--- src/hw/rtl/assert_macros.svh ---
`ifndef ASSERT_MACROS_SVH
`define ASSERT_MACROS_SVH

`ifndef NO_ASSERTIONS

// assertion that is held off while reset is low
`define ASSERT_RST(lbl, clk, rst_n, prop, msg) \
  lbl: assert property (@(posedge clk) disable iff (!rst_n) prop) else $error(msg);

// assertion checked at every rising clock edge, reset included
`define ASSERT_ALWAYS(lbl, clk, prop, msg) \
  lbl: assert property (@(posedge clk) prop) else $error(msg);

`else

`define ASSERT_RST(lbl, clk, rst_n, prop, msg)
`define ASSERT_ALWAYS(lbl, clk, prop, msg)

`endif

`endif

--- src/hw/rtl/urt_pkg.sv ---
package urt_pkg;

  typedef enum logic [2:0] {
    PH_GUARD  = 3'd0,
    PH_SETTLE = 3'd1,
    PH_PULSE  = 3'd2,
    PH_RISE   = 3'd3,
    PH_COUNT  = 3'd4
  } phase_t;

  localparam int CFG_IDX_W  = 3;
  localparam int CFG_DATA_W = 17;

  localparam logic [CFG_IDX_W-1:0] CFG_GUARD_MS     = 3'd0;
  localparam logic [CFG_IDX_W-1:0] CFG_TICKS_PER_MS = 3'd1;
  localparam logic [CFG_IDX_W-1:0] CFG_SETTLE_TICKS = 3'd2;
  localparam logic [CFG_IDX_W-1:0] CFG_PULSE_TICKS  = 3'd3;
  localparam logic [CFG_IDX_W-1:0] CFG_THRESHOLD_US = 3'd4;

  localparam logic [15:0] GUARD_MS_RST     = 16'd300;
  localparam logic [15:0] TICKS_PER_MS_RST = 16'd500;
  localparam logic [7:0]  SETTLE_TICKS_RST = 8'd2;
  localparam logic [7:0]  PULSE_TICKS_RST  = 8'd5;
  localparam logic [16:0] THRESHOLD_US_RST = 17'd1000;

  localparam logic [15:0] ECHO_COUNT_MAX = 16'hFFFF;

  typedef struct packed {
    logic opponent_ahead;
    logic done_res;
    logic trigger_level;
  } result_t;

endpackage

--- src/hw/rtl/ultrasonic_range_threshold_core.sv ---
// a result is registered into out_tdata, by way of the skid stage while the output is held
// throughput: one tick request per cycle; results go through an output register
// backed by a one-entry skid stage, so input stalls only when both are full
// reset (rst_n low, synchronous): registers back to defaults, phase to guard wait,
// counters cleared, output and skid stages emptied
`include "assert_macros.svh"

module ultrasonic_range_threshold_core (
  input  logic                             clk,
  input  logic                             rst_n,
  input  logic                             in_tvalid,
  output logic                             in_tready,
  input  logic [7:0]                       in_tdata,   // [0] echo_level
  output logic                             out_tvalid,
  input  logic                             out_tready,
  // [0] trigger_level, [1] done_res, [2] opponent_ahead
  output logic [7:0]                       out_tdata,
  input  logic                             cfg_wr_en,
  input  logic [urt_pkg::CFG_IDX_W-1:0]    cfg_index,
  input  logic [urt_pkg::CFG_DATA_W-1:0]   cfg_data
);

  logic [15:0] guard_ms_r;
  logic [15:0] ticks_per_ms_r;
  logic [7:0]  settle_ticks_r;
  logic [7:0]  pulse_ticks_r;
  logic [16:0] threshold_us_r;

  urt_pkg::phase_t phase_r, phase_nxt;
  logic [15:0] tick_count_r, tick_count_nxt;
  logic [15:0] ms_count_r, ms_count_nxt;
  logic [15:0] echo_count_r, echo_count_nxt;

  urt_pkg::result_t res;
  urt_pkg::result_t out_data_r, out_data_nxt;
  urt_pkg::result_t skid_data_r, skid_data_nxt;
  logic out_valid_r, out_valid_nxt;
  logic skid_valid_r, skid_valid_nxt;

  logic echo;
  logic in_fire;
  logic out_fire;

  assign echo     = in_tdata[0];
  assign in_fire  = in_tvalid && in_tready;
  assign out_fire = out_valid_r && out_tready;

  assign in_tready  = !skid_valid_r;
  assign out_tvalid = out_valid_r;
  assign out_tdata  = {5'b0, out_data_r};

  // configuration registers
  always_ff @(posedge clk) begin
    if (!rst_n) begin
      guard_ms_r     <= urt_pkg::GUARD_MS_RST;
      ticks_per_ms_r <= urt_pkg::TICKS_PER_MS_RST;
      settle_ticks_r <= urt_pkg::SETTLE_TICKS_RST;
      pulse_ticks_r  <= urt_pkg::PULSE_TICKS_RST;
      threshold_us_r <= urt_pkg::THRESHOLD_US_RST;
    end else if (cfg_wr_en) begin
      case (cfg_index)
        urt_pkg::CFG_GUARD_MS:     guard_ms_r     <= cfg_data[15:0];
        urt_pkg::CFG_TICKS_PER_MS: ticks_per_ms_r <= cfg_data[15:0];
        urt_pkg::CFG_SETTLE_TICKS: settle_ticks_r <= cfg_data[7:0];
        urt_pkg::CFG_PULSE_TICKS:  pulse_ticks_r  <= cfg_data[7:0];
        urt_pkg::CFG_THRESHOLD_US: threshold_us_r <= cfg_data;
        default: ;
      endcase
    end
  end

  // next state
  always_comb begin
    logic [15:0] tick_base;
    logic [15:0] ms_base;
    logic [15:0] tick_inc;
    logic [15:0] ms_inc;
    logic [15:0] settle_inc;
    logic [15:0] pulse_inc;

    phase_nxt      = phase_r;
    tick_count_nxt = tick_count_r;
    ms_count_nxt   = ms_count_r;
    echo_count_nxt = echo_count_r;

    tick_base  = (phase_r == urt_pkg::PH_GUARD) ? tick_count_r : 16'd0;
    ms_base    = (phase_r == urt_pkg::PH_GUARD) ? ms_count_r : 16'd0;
    tick_inc   = tick_base + 16'd1;
    ms_inc     = ms_base + 16'd1;
    settle_inc = tick_count_r + 16'd1;
    pulse_inc  = tick_count_r + 16'd1;

    case (phase_r)
      urt_pkg::PH_SETTLE: begin
        if (settle_inc >= {8'd0, settle_ticks_r}) begin
          phase_nxt      = urt_pkg::PH_PULSE;
          tick_count_nxt = 16'd0;
        end else begin
          tick_count_nxt = settle_inc;
        end
      end
      urt_pkg::PH_PULSE: begin
        if (pulse_inc >= {8'd0, pulse_ticks_r}) begin
          phase_nxt      = urt_pkg::PH_RISE;
          tick_count_nxt = 16'd0;
        end else begin
          tick_count_nxt = pulse_inc;
        end
      end
      urt_pkg::PH_RISE: begin
        if (echo) begin
          phase_nxt      = urt_pkg::PH_COUNT;
          echo_count_nxt = 16'd1;
        end
      end
      urt_pkg::PH_COUNT: begin
        if (echo) begin
          if (echo_count_r < urt_pkg::ECHO_COUNT_MAX) begin
            echo_count_nxt = echo_count_r + 16'd1;
          end
        end else begin
          phase_nxt      = urt_pkg::PH_GUARD;
          tick_count_nxt = 16'd0;
          ms_count_nxt   = 16'd0;
          echo_count_nxt = 16'd0;
        end
      end
      default: begin
        // guard wait; stray codes restart the cycle here too
        phase_nxt      = urt_pkg::PH_GUARD;
        echo_count_nxt = (phase_r == urt_pkg::PH_GUARD) ? echo_count_r : 16'd0;
        if (ms_base >= guard_ms_r) begin
          phase_nxt      = urt_pkg::PH_SETTLE;
          tick_count_nxt = 16'd0;
          ms_count_nxt   = 16'd0;
        end else if (tick_inc >= ticks_per_ms_r) begin
          tick_count_nxt = 16'd0;
          if (ms_inc >= guard_ms_r) begin
            phase_nxt    = urt_pkg::PH_SETTLE;
            ms_count_nxt = 16'd0;
          end else begin
            ms_count_nxt = ms_inc;
          end
        end else begin
          tick_count_nxt = tick_inc;
          ms_count_nxt   = ms_base;
        end
      end
    endcase
  end

  // outputs of the tick
  always_comb begin
    res = '0;
    case (phase_r)
      urt_pkg::PH_PULSE: res.trigger_level = 1'b1;
      urt_pkg::PH_COUNT: begin
        if (!echo) begin
          res.done_res       = 1'b1;
          res.opponent_ahead = ({echo_count_r, 1'b0} <= threshold_us_r);
        end
      end
      default: ;
    endcase
  end

  always_ff @(posedge clk) begin
    if (!rst_n) begin
      phase_r      <= urt_pkg::PH_GUARD;
      tick_count_r <= 16'd0;
      ms_count_r   <= 16'd0;
      echo_count_r <= 16'd0;
    end else if (in_fire) begin
      phase_r      <= phase_nxt;
      tick_count_r <= tick_count_nxt;
      ms_count_r   <= ms_count_nxt;
      echo_count_r <= echo_count_nxt;
    end
  end

  // output register with skid stage
  always_comb begin
    out_valid_nxt  = out_valid_r;
    out_data_nxt   = out_data_r;
    skid_valid_nxt = skid_valid_r;
    skid_data_nxt  = skid_data_r;
    if (!out_valid_r || out_fire) begin
      if (skid_valid_r) begin
        out_valid_nxt  = 1'b1;
        out_data_nxt   = skid_data_r;
        skid_valid_nxt = 1'b0;
      end else begin
        out_valid_nxt = in_fire;
        out_data_nxt  = res;
      end
    end else if (in_fire) begin
      skid_valid_nxt = 1'b1;
      skid_data_nxt  = res;
    end
  end

  always_ff @(posedge clk) begin
    if (!rst_n) begin
      out_valid_r  <= 1'b0;
      skid_valid_r <= 1'b0;
    end else begin
      out_valid_r  <= out_valid_nxt;
      skid_valid_r <= skid_valid_nxt;
    end
  end

  always_ff @(posedge clk) begin
    out_data_r  <= out_data_nxt;
    skid_data_r <= skid_data_nxt;
  end

  `ASSERT_RST(a_skid_behind_out, clk, rst_n, skid_valid_r |-> out_valid_r, "skid full while output empty")
  `ASSERT_RST(a_ahead_needs_done, clk, rst_n, (out_valid_r && out_data_r.opponent_ahead) |-> out_data_r.done_res, "opponent_ahead without done")
  `ASSERT_RST(a_count_restarts, clk, rst_n, (in_fire && phase_r == urt_pkg::PH_COUNT && !echo) |=> (phase_r == urt_pkg::PH_GUARD && echo_count_r == 16'd0), "echo fall did not restart cycle")
  `ASSERT_RST(a_echo_count_phase, clk, rst_n, (phase_r == urt_pkg::PH_COUNT) == (echo_count_r != 16'd0), "echo count out of step with phase")

endmodule

--- config.mk ---
export PLATFORM = sky130hd
export DESIGN_NAME = ultrasonic_range_threshold_core
export DESIGN_NICKNAME = d
export VERILOG_FILES = /design/src/hw/rtl/urt_pkg.sv /design/src/hw/rtl/ultrasonic_range_threshold_core.sv
export VERILOG_INCLUDE_DIRS = /design/src /design/src/hw/rtl
export SDC_FILE = /design/constraint.sdc
export NUM_CORES = 1
export LEC_CHECK = 0
export BUFFER_PORTS_ARGS = -buffer_cell sky130_fd_sc_hd__buf_2
export CAP_MARGIN = 20
export CORE_ASPECT_RATIO = 1.75
export CORE_UTILIZATION = 51
export DETAILED_ROUTE_END_ITERATION = 10
export GPL_TIMING_DRIVEN = 1
export HOLD_SLACK_MARGIN = 0.12
export PLACE_DENSITY = 0.68
export RECOVER_POWER = 100
export SLEW_MARGIN = 25
export SYNTH_ARGS = -nofsm -noshare
export SYNTH_HDL_FRONTEND = slang
export SYNTH_SLANG_ARGS = --single-unit
--- constraint.sdc ---
create_clock -name clk -period 10.1 [get_ports clk]
set_input_delay 2.02 -clock clk [delete_from_list [all_inputs] [get_ports clk]]
set_output_delay 2.02 -clock clk [all_outputs]
set_load 0.03 [all_outputs]
==> results.toml, run 1 <==
[die]
coreArea_um2 = 15310
die_y_um = 167.4
die-width_um = 96.51
row_count = 60
dieArea_um2 = 16150
start_util = 0.5205
io_pins = 43

[worst_setup_path]
reg2reg_to = "ms_count_r[13]"
cp_max_fo = 27
arrival_ns = 6.85
cp-endpoint = "ms_count_r[13]"
r2r_setup_slack_ns = 3.56
path_cells = "nor3_2 > clkbuf_1 > nand2_1 > inv_1 > ha_1 > inv_1 > nor4_1 > and3_1 > and3_4 > nand3_2 > xor2_1 > nor2_2 > ha_1 > nand2_1 > nor2_1 > o211ai_1 > o21ai_0 > a21boi_0 > nor2_1 > a31o_1 > a32o_1"
cp-end-kind = "flip-flop"
crit_path_start = "phase_r[2]"
cp.depth = 21
start_kind = "flip-flop"
r2r_cells = 21
path_delay_family = "simple AND/OR/NAND/NOR gates"
crit_path_top_delay_cell = "clkbuf_1"
r2r_start = "phase_r[2]"
max_stage_delay_ns = 0.93
path_class = "reg2reg"
cp_num_buf_inv = 3
worstPathRequired_ns = 10.41

[power_and_ir_drop]
power_uw = 1236
p_leak_uw = 0.003608
ir_drop_mv = 0.1161
power.density_nw_per_um2 = 141.5

[yosys]
synth.mux.area_fraction = 0.003767
synthArstFlopShare = 0
synth.largest_area_cell = "dfxtp_1"
synth_fa_ha_area_frac = 0.1318
synth_seq_cells = 124
synthFlopType = "dfxtp_1"
ys_warn_count = 0
yosys-top-cells-area = "dfxtp_1 30%, ha_1 13%, nand2_1 8.9%, a21oi_1 5.5%, inv_1 4.0%"
yosysSeqAreaShare = 0.3189
synth_top_family_by_area = "simple AND/OR/NAND/NOR gates"
synth_edf_count = 6
synth_top_area_frac = 0.2963
synthCells = 1014
yosys.area_share.simple = 0.2519
synth_compound_area_frac = 0.1799
syn_area_per_cell_um2 = 7.861
yosysUniqueCellTypes = 80
syn_area_um2 = 7971
synth_xor_area_frac = 0.04395

[grt]
grt_first_pass_wirelength_um = 34980
antenna_found_initial = 0
met3_usage = 0.04496
overflow = 0
grt_pass1_vias = 7088
grt_max_degree = 44
track_usage = 0.2863
top_usage_layer = "met2"
gr-usage-met2 = 0.5202
use_met1 = 0.2993

[sta]
hold_violations = 0
holdWs_ns = 0.4541
rsz0062_at_grt = "no"
timing.fmax_ghz = 0.1529
slew_headroom = -0.5563
period_share = 0.6476
final_max_slew_viol_count = 103
period_minus_slack_ns = 6.541
clock_skew_ns = 0.01261
fin_tns_setup_ns = 0
setup_viol = 0
tightest_slew_ns = 2.334

[clock_tree]
cts_max_level = 4
cts-hold-fix-buffers = 0
cts_tree = "done"
cts_max_path_buffers = 2
ctsResizeCount = 0
cts_num_sinks = 124
cts_setup_buffers = 0
cts.clk_slew.worst_paths_ns = 0.06
cts-root-buf = "clkbuf_16"
clk_latency_ns = 0.42
numCtsBuffers = 17

[job]
cap_violations = 3

[layout]
fill_cells = 1479
multi_input_area_um2 = 4863
nNetsFinal = 1139
fin_cells = 1221
drive_gt1_frac = 0.07826
mostFrequentLayoutCells = "188 x nand2_1, 118 x dfxtp_1, 87 x a21oi_1"
antennaDiodeCount = 0
syn_to_final_growth_pct = 9.575
mostFrequentLayoutCell = "nand2_1"
register_area_um2 = 2542

[drt]
route.vias.total = 7107
viasPerCell = 5.821
ant_nets = 0
remaining_drc_errors = 0
wl_per_cell_um = 17.91
firstDrtPassIters = 5
drt_iter0_markers = 417
wl_um = 21870

[placed_design]
dp_hpwl_um = 16030
io_buffers = 30
gp_congestion = 0.8733
placed_cells = 1189

[min_path]
hold_class = "reg2reg"

[outcome]
status = "complete, but fails checks"
violations = "capacitance limit, slew limit"
where the power goes:
| group | internal [uW] | switching [uW] |
|---|---|---|
| sequential | 501 | 5.47 |
| clock | 393 | 251 |
| combinational | 26.3 | 58.8 |
metrics by stage:
stage | worst slack (ns) | utilization | area [um2]
after floorplan | 5.378 | - | 7986
after global placement | 5.019 | 0.5341 | 8179
after detailed placement | 4.971 | 0.5346 | 8187
after CTS | 4.961 | 0.5746 | 8800
after global routing | 3.159 | 0.5703 | 8735
final | 3.559 | 0.5703 | 8735
metal layers:
layer,vias to the layer above,share of wire
li1,3545,-
met1,3328,0.38
met2,168,0.53
met3,66,0.036
met4,0,0.056
met5,-,0
kinds of logic after synthesis:
family	after synthesis
buffers and inverters	135
adders and majority gates	84
muxes	3
other	1
DFF	124
xor gates and xnor gates	40
and+or+nand+nor	402
AOI/OAI and AO/OA	225
worst min-delay path, delay by kind of cell, from the launching register on:
| kind | cells | cell delay, ns |
|---|---|---|
| AO/OA/AOI/OAI | 1 | 0.05 |
| flip-flops | 1 | 0.31 |
| AND/OR/NAND/NOR | 1 | 0.05 |
cell type report:
class	count	area share
multi-input combinational	759	0.5568
sequential	124	0.2911
clock buffer	17	0.04870
inverter	85	0.03653
tap	186	0.02664
clock inverter	15	0.02149
timing repair buffer	35	0.01877
Yosys cell counts (9+ instances only):
| master | number |
|---|---|
| o211ai_1 | 22 |
| ha_1 | 84 |
| inv_1 | 84 |
| and2_1 | 18 |
| nand4_1 | 15 |
| o21ai_0 | 35 |
| nand3_1 | 42 |
| buf_2 | 9 |
| xor2_1 | 24 |
| dfxtp_1 | 118 |
| nand2_1 | 188 |
| nor2_1 | 61 |
| clkbuf_1 | 30 |
| a31oi_1 | 10 |
| xnor2_1 | 16 |
| a21oi_1 | 87 |
sequential cells by signal (all words and copies together), names as in the netlist:
register	flops
echo_count_r	16
guard_ms_r	16
ms_count_r	16
out_tdata	3
out_tvalid	1
phase_r	3
pulse_ticks_r	8
settle_ticks_r	8
skid_data_r	3
skid_valid_r	1
threshold_us_r	17
tick_count_r	16
ticks_per_ms_r	16
worst min path at each step:
stage / slack (ns) / end / start / cells past startpoint
finish: 0.45 / guard_ms_r[13] / guard_ms_r[13] / 2
global route: 0.47 / guard_ms_r[10] / guard_ms_r[10] / 2
CTS: 0.45 / threshold_us_r[0] / threshold_us_r[0] / 2
detailed placement: 0.45 / threshold_us_r[2] / threshold_us_r[2] / 2
global placement: 0.44 / guard_ms_r[13] / guard_ms_r[13] / 2
floorplan: 0.44 / guard_ms_r[10] / guard_ms_r[10] / 2
(Power assumes the default switching activity.)
==> run 2, diff against run 1 <==
--- a/config.mk
+++ b/config.mk
@@ -6,6 +6,7 @@
 export SDC_FILE = /design/constraint.sdc
 export NUM_CORES = 1
 export LEC_CHECK = 0
+export ABC_AREA = 1
 export BUFFER_PORTS_ARGS = -buffer_cell sky130_fd_sc_hd__buf_2
 export CAP_MARGIN = 20
 export CORE_ASPECT_RATIO = 1.75
==> constraint.sdc (replaced) <==
create_clock -name clk -period 6.63 [get_ports clk]
set_input_delay 1.326 -clock clk [delete_from_list [all_inputs] [get_ports clk]]
set_output_delay 1.326 -clock clk [all_outputs]
set_load 0.03 [all_outputs]
==> run 2 against run 1 <==
  * The flow still finishes with violations (capacitance limit, slew limit)
  * Hold slack better by 0.0079 ns
  * Synthesized area grew 3.8%
  * Combinational power grew to 6.8 times the previous value
  * Wire length up 3.2%
  * Via count increased by 9.7%
  * Clock-buffer cell count grew 1
  * Cell count rose by 17%
==> results.toml, run 2 <==
[worst_setup_path]
reg2reg_to = "tick_count_r[8]"
cp_max_fo = 32
r2r_setup_slack_ns = 1.19
start_kind = "flip-flop"
cp-end-kind = "flip-flop"
crit_top_cell = "nor2_1"
arrival_ns = 5.78
worstPathRequired_ns = 6.97
max_stage_delay_ns = 1.13
path_cells = "nor2_1 > nand2_4 > nor2_1 > ha_1 > nand3_1 > nor2_1 > nand3_2 > nor2_1 > xor2_1 > inv_1 > ha_1 > nand2_1 > o21ai_0 > a21oi_1 > nand3_1 > nor3_1 > nand2_1 > a21oi_1"
crit_path_top_delay_cell = "nor3_1"
r2r_start = "phase_r[0]"
r2r_cells = 18
path_class = "reg2reg"

[yosys]
synth_seq_cells = 124
netlist_top_cells_count = "235 x nand2_1, 185 x inv_1, 120 x a21oi_1, 118 x dfxtp_1, 114 x nor2_1"
synth_top_area_frac = 0.2855
synth.largest_area_cell = "dfxtp_1"
yosys-top-cells-area = "dfxtp_1 29%, ha_1 13%, nand2_1 11%, inv_1 8.4%, a21oi_1 7.3%"
yosysSeqAreaShare = 0.3073
synth.most_common_cell = "nand2_1"
syn_area_um2 = 8273
synthArstFlopShare = 0
synthCells = 1206
synth_edf_count = 6
syn_area_per_cell_um2 = 6.860
ys_warn_count = 0
synthFlopType = "dfxtp_1"
yosysUniqueCellTypes = 46

[power_and_ir_drop]
p_leak_uw = 0.004186
swShare = 0.3595
pwr-share-clk = 0.394
power.density_nw_per_um2 = 256.5
power_switching_uw = 834.8
sequentialPowerShare = 0.357
intPower_uw = 1487
power.share.combinational = 0.249
ir_drop_mv = 0.1938

[clock_tree]
cts_max_path_buffers = 2
numCtsBuffers = 17
cts_setup_buffers = 0
cts.clk_slew.worst_paths_ns = 0.07
cts_tree = "done"
cts-root-buf = "clkbuf_16"
cts_max_level = 4
clk_latency_ns = 0.43
cts-hold-fix-buffers = 0
cts_num_sinks = 124
ctsResizeCount = 0

[grt]
grt_max_degree = 53
grt_first_pass_wirelength_um = 35860
antenna_found_initial = 0
track_usage = 0.2773
grt_pass1_vias = 7256
overflow = 0

[min_path]
hp-start = "settle_ticks_r[5]"
hold_path_depth = 2
hold_end = "settle_ticks_r[5]"
hold_class = "reg2reg"

[sta]
rsz0062_at_grt = "no"
timing.fmax_ghz = 0.1838
final_max_slew_viol_count = 53
hold_violations = 0
tightest_slew_ns = 1.985
period_share = 0.8207
slew_headroom = -0.3233
clock_skew_ns = 0.01139
fin_tns_setup_ns = 0
setup_viol = 0
period_minus_slack_ns = 5.441

[drt]
viasPerCell = 5.442
wl_per_cell_um = 15.76
drt_iter0_markers = 418
ant_nets = 0
route.vias.total = 7793
wl_um = 22560
remaining_drc_errors = 0
firstDrtPassIters = 6

[outcome]
violations = "capacitance limit, slew limit"
status = "complete, but fails checks"

[layout]
drive_gt1_frac = 0.07643
mostFrequentLayoutCells = "235 x nand2_1, 187 x inv_1, 120 x a21oi_1"
nNetsFinal = 1347
antennaDiodeCount = 0
mostFrequentLayoutCell = "nand2_1"
largest_reg_flops = 17
stdcell_area_um2 = 9052
regMostFlops = "threshold_us_r"
syn_to_final_growth_pct = 9.422

[job]
cap_violations = 1

[die]
die_y_um = 170.5
io_pins = 43
coreArea_um2 = 15880
row_count = 61
start_util = 0.5211
die-width_um = 98.28
dieArea_um2 = 16750

[placed_design]
gp_congestion = 0.9298
io_buffers = 30
dp_hpwl_um = 17020
dpl-instance-area_um2 = 8539
## run 2: kinds of logic (layout without fill, tap and decap cells)
group                      Yosys count  in the layout  share of synthesized area
and+or+nand+nor                    492            492                     0.2680
AOI/OAI and AO/OA                  253            253                     0.1638
other                                1              5                  0.0004533
buffers and inverters              230            263                     0.1101
adders and majority gates           84             84                     0.1270
DFF                                124            124                     0.3073
xor gates and xnor gates            22             22                    0.02329
## run 2: layout make-up
class                           instances  area [um2]
Multi-Input combinational cell        856        4806
Timing Repair Buffer                   35       166.4
Inverter                              196       738.2
Fill cell                            1574        6823
Clock inverter                         14       133.9
Tap cell                              189       236.5
Sequential cell                       124        2542
Clock buffer                           18       429.2
## run 2: critical path: cells and delay by family (launching register included)
| family | cells | cell delay [ns] |
|---|---|---|
| xor gates and xnor gates | 1 | 0.16 |
| AOI/OAI and AO/OA | 3 | 0.42 |
| adders and majority gates | 2 | 0.53 |
| DFF | 1 | 0.35 |
| buffers and inverters | 1 | 0.10 |
| and+or+nand+nor | 11 | 3.79 |
## run 2: power groups by stage
stage	clock network [uW]	logic, uW	registers [uW]
2_1_floorplan	0	431	841
3_3_place_gp	0	565	845
3_5_place_dp	0	577	846
4_1_cts	925	580	829
5_1_grt	949	651	833
6_report	914	579	829
## run 2: metrics by stage
step                      hold WS [ns]  setup WS, ns    util  total power (uW)  instances
final                           0.4621         1.189  0.5702              2322       1432
after global routing            0.4764        0.8306  0.5702              2433       1432
after CTS                       0.4647         1.483  0.5734              2334       1432
after detailed placement        0.4547         1.491  0.5379              1422       1400
after global placement          0.4486         1.592  0.5379              1410       1400
after floorplan                 0.4353         3.011       -              1272       1210
## run 2: routing by layer
metal	routed length [um]	track usage
met1	8783	0.2833
met2	12130	0.5389
met3	643	0.03039
met4	1005	0.1564
met5	0	0
## run 2: worst max-delay path by stage
stage                           from               end  slack (ns)  depth (start not counted)
after floorplan           phase_r[0]   tick_count_r[0]        3.01                         24
after global placement    phase_r[0]  tick_count_r[14]        1.59                         18
after detailed placement  phase_r[0]  tick_count_r[11]        1.49                         18
after CTS                 phase_r[0]  tick_count_r[13]        1.48                         18
after global routing      phase_r[0]  tick_count_r[11]        0.83                         18
final                     phase_r[0]   tick_count_r[8]        1.19                         18
==> run 3, diff against run 2 <==
--- a/config.mk
+++ b/config.mk
@@ -6,7 +6,7 @@
 export SDC_FILE = /design/constraint.sdc
 export NUM_CORES = 1
 export LEC_CHECK = 0
-export ABC_AREA = 1
+export ABC_AREA = 0
 export BUFFER_PORTS_ARGS = -buffer_cell sky130_fd_sc_hd__buf_2
 export CAP_MARGIN = 20
 export CORE_ASPECT_RATIO = 1.75
==> constraint.sdc (replaced) <==
create_clock -name clk -period 5.2 [get_ports clk]
set_input_delay 1.04 -clock clk [delete_from_list [all_inputs] [get_ports clk]]
set_output_delay 1.04 -clock clk [all_outputs]
set_load 0.03 [all_outputs]
==> run 3 against run 2 <==
  * The flow still finishes with violations (capacitance limit, slew limit)
  * Wire length down 2.8%
  * Clock power up 36%
  * Setup slack worse by 0.91 ns
  * Utilization up 0.34 points
  * Via count down 8.3%
  * Register-to-register slack worse by 0.91 ns
  * Critical path type unchanged
==> results.toml, run 3 (same netlist as run 1, synthesis figures left out) <==
[clock_tree]
cts-hold-fix-buffers = 0
cts_tree = "done"
cts_max_level = 4
ctsResizeCount = 0
clk_latency_ns = 0.42
cts.clk_slew.worst_paths_ns = 0.06
cts_max_path_buffers = 2
cts_num_sinks = 124
cts_setup_buffers = 0
cts-root-buf = "clkbuf_16"
numCtsBuffers = 17

[drt]
remaining_drc_errors = 0
maxUsedRoutingLayer = "met4"
wl_met1_um = 8236
firstDrtPassIters = 5
route.vias.total = 7147
viasPerCell = 5.820
drt_iter0_markers = 451
wl_per_cell_um = 17.86
wl_met2_um = 11960
wl_met3_um = 753
ant_nets = 0
wl_um = 21930

[die]
die_y_um = 167.4
coreArea_um2 = 15310
dieArea_um2 = 16150
start_util = 0.5205
io_pins = 43
die-width_um = 96.51
row_count = 60

[min_path]
hp-start = "threshold_us_r[12]"
hold_path_depth = 2
hold_class = "reg2reg"
hold_end = "threshold_us_r[12]"

[worst_setup_path]
path_class = "reg2reg"
reg2reg_to = "ms_count_r[13]"
cp_max_fo = 7
start_kind = "flip-flop"
cp-end-kind = "flip-flop"
r2r_setup_slack_ns = 0.28
crit_path_start = "phase_r[2]"
arrival_ns = 5.23
worstPathRequired_ns = 5.51
r2r_cells = 17
r2r_start = "phase_r[2]"

[power_and_ir_drop]
power.density_nw_per_um2 = 272.3
p_leak_uw = 0.003621
ir_drop_mv = 0.1880
power_uw = 2392

[outcome]
violations = "capacitance limit, slew limit"
status = "complete, but fails checks"

[layout]
drive_gt1_frac = 0.08253
stdcell_area_um2 = 8785
largest_reg_flops = 17
register_area_um2 = 2542
nNetsFinal = 1146
mostFrequentLayoutCells = "188 x nand2_1, 118 x dfxtp_1, 87 x a21oi_1"
multi_input_area_um2 = 4867
regMostFlops = "threshold_us_r"
mostFrequentLayoutCell = "nand2_1"
antennaDiodeCount = 0
fill_cells = 1521
syn_to_final_growth_pct = 10.20

[sta]
final_max_slew_viol_count = 58
holdWs_ns = 0.4538
period_share = 0.9460
setup_ws_ns = 0.2809
timing.fmax_ghz = 0.2033
rsz0062_at_grt = "no"
clock_skew_ns = 0.008624
hold_violations = 0
slew_headroom = -0.3835
setup_viol = 0
period_minus_slack_ns = 4.919
tightest_slew_ns = 2.075
fin_tns_setup_ns = 0

[grt]
overflow = 0
track_usage = 0.2891
antenna_found_initial = 0
grt_max_degree = 44
grt_first_pass_wirelength_um = 35090
grt_pass1_vias = 6941

[placed_design]
dpl-instance-area_um2 = 8239
dp_hpwl_um = 16390
io_buffers = 30
place_ws_ns = 0.2964
gp_congestion = 0.8752

[job]
cap_violations = 2
[run 3: cell types whose count changed in the layout (fill, tap and decap cells not counted), moves of 11 or more]
cell | before | now
nand2_1 | 235 | 188
a21oi_1 | 120 | 87
nor2_2 | 13 | 1
nand3_1 | 65 | 42
nor3_1 | 20 | 9
xnor2_1 | 2 | 16
o21ai_0 | 95 | 37
and2_1 | 1 | 16
nor2_1 | 116 | 62
inv_1 | 187 | 85
[run 3: per-stage QoR]
| step | cells | util |
|---|---|---|
| 2_1_floorplan | 1018 | - |
| 3_3_place_gp | 1196 | 0.5375 |
| 3_5_place_dp | 1196 | 0.5380 |
| 4_1_cts | 1228 | 0.5779 |
| 5_1_grt | 1228 | 0.5736 |
| 6_report | 1228 | 0.5736 |
[run 3: power breakdown]
group	switching [uW]	internal (uW)	leakage, uW
Sequential	10.7	974	0.00102
Clock	483	761	0.000290
Combinational	112	50.4	0.00231
[run 3: how the worst max path moves through the flow]
stage	end	slack, ns	cells past startpoint
3_3_place_gp	ms_count_r[13]	0.40	20
3_5_place_dp	ms_count_r[13]	0.30	20
4_1_cts	ms_count_r[13]	0.31	20
6_report	ms_count_r[13]	0.28	17
2_1_floorplan	ms_count_r[13]	0.48	22
5_1_grt	ms_count_r[13]	0.007	20
[run 3: cell type report]
type,count,area share
flip-flops and latches,124,0.2894
repair buffers,42,0.02421
multi-input cells,759,0.5541
clock buffers,17,0.04843
inverters,85,0.03632
clock inverters,15,0.02108
well taps,186,0.02649
[run 3: routing by layer]
metal  up-vias  GRT usage
met4         0     0.1445
met1      3351     0.3039
li1       3558          -
met2       163     0.5349
met3        75    0.04314
met5         -          0
[run 3: critical path: stages, from the launching register on]
cell,delay (ns)
dfxtp_1,0.31
nor3_2,0.44
clkbuf_1,0.25
and2_0,0.22
ha_1,0.20
nand3_1,0.23
nor3_1,0.44
nand3_1,0.15
xor2_1,0.16
nor2_1,0.08
ha_1,0.30
nand4_1,0.10
nor2_1,0.24
o221ai_1,0.40
a21boi_1,0.55
nor2_1,0.26
a31o_1,0.27
a32o_1,0.20
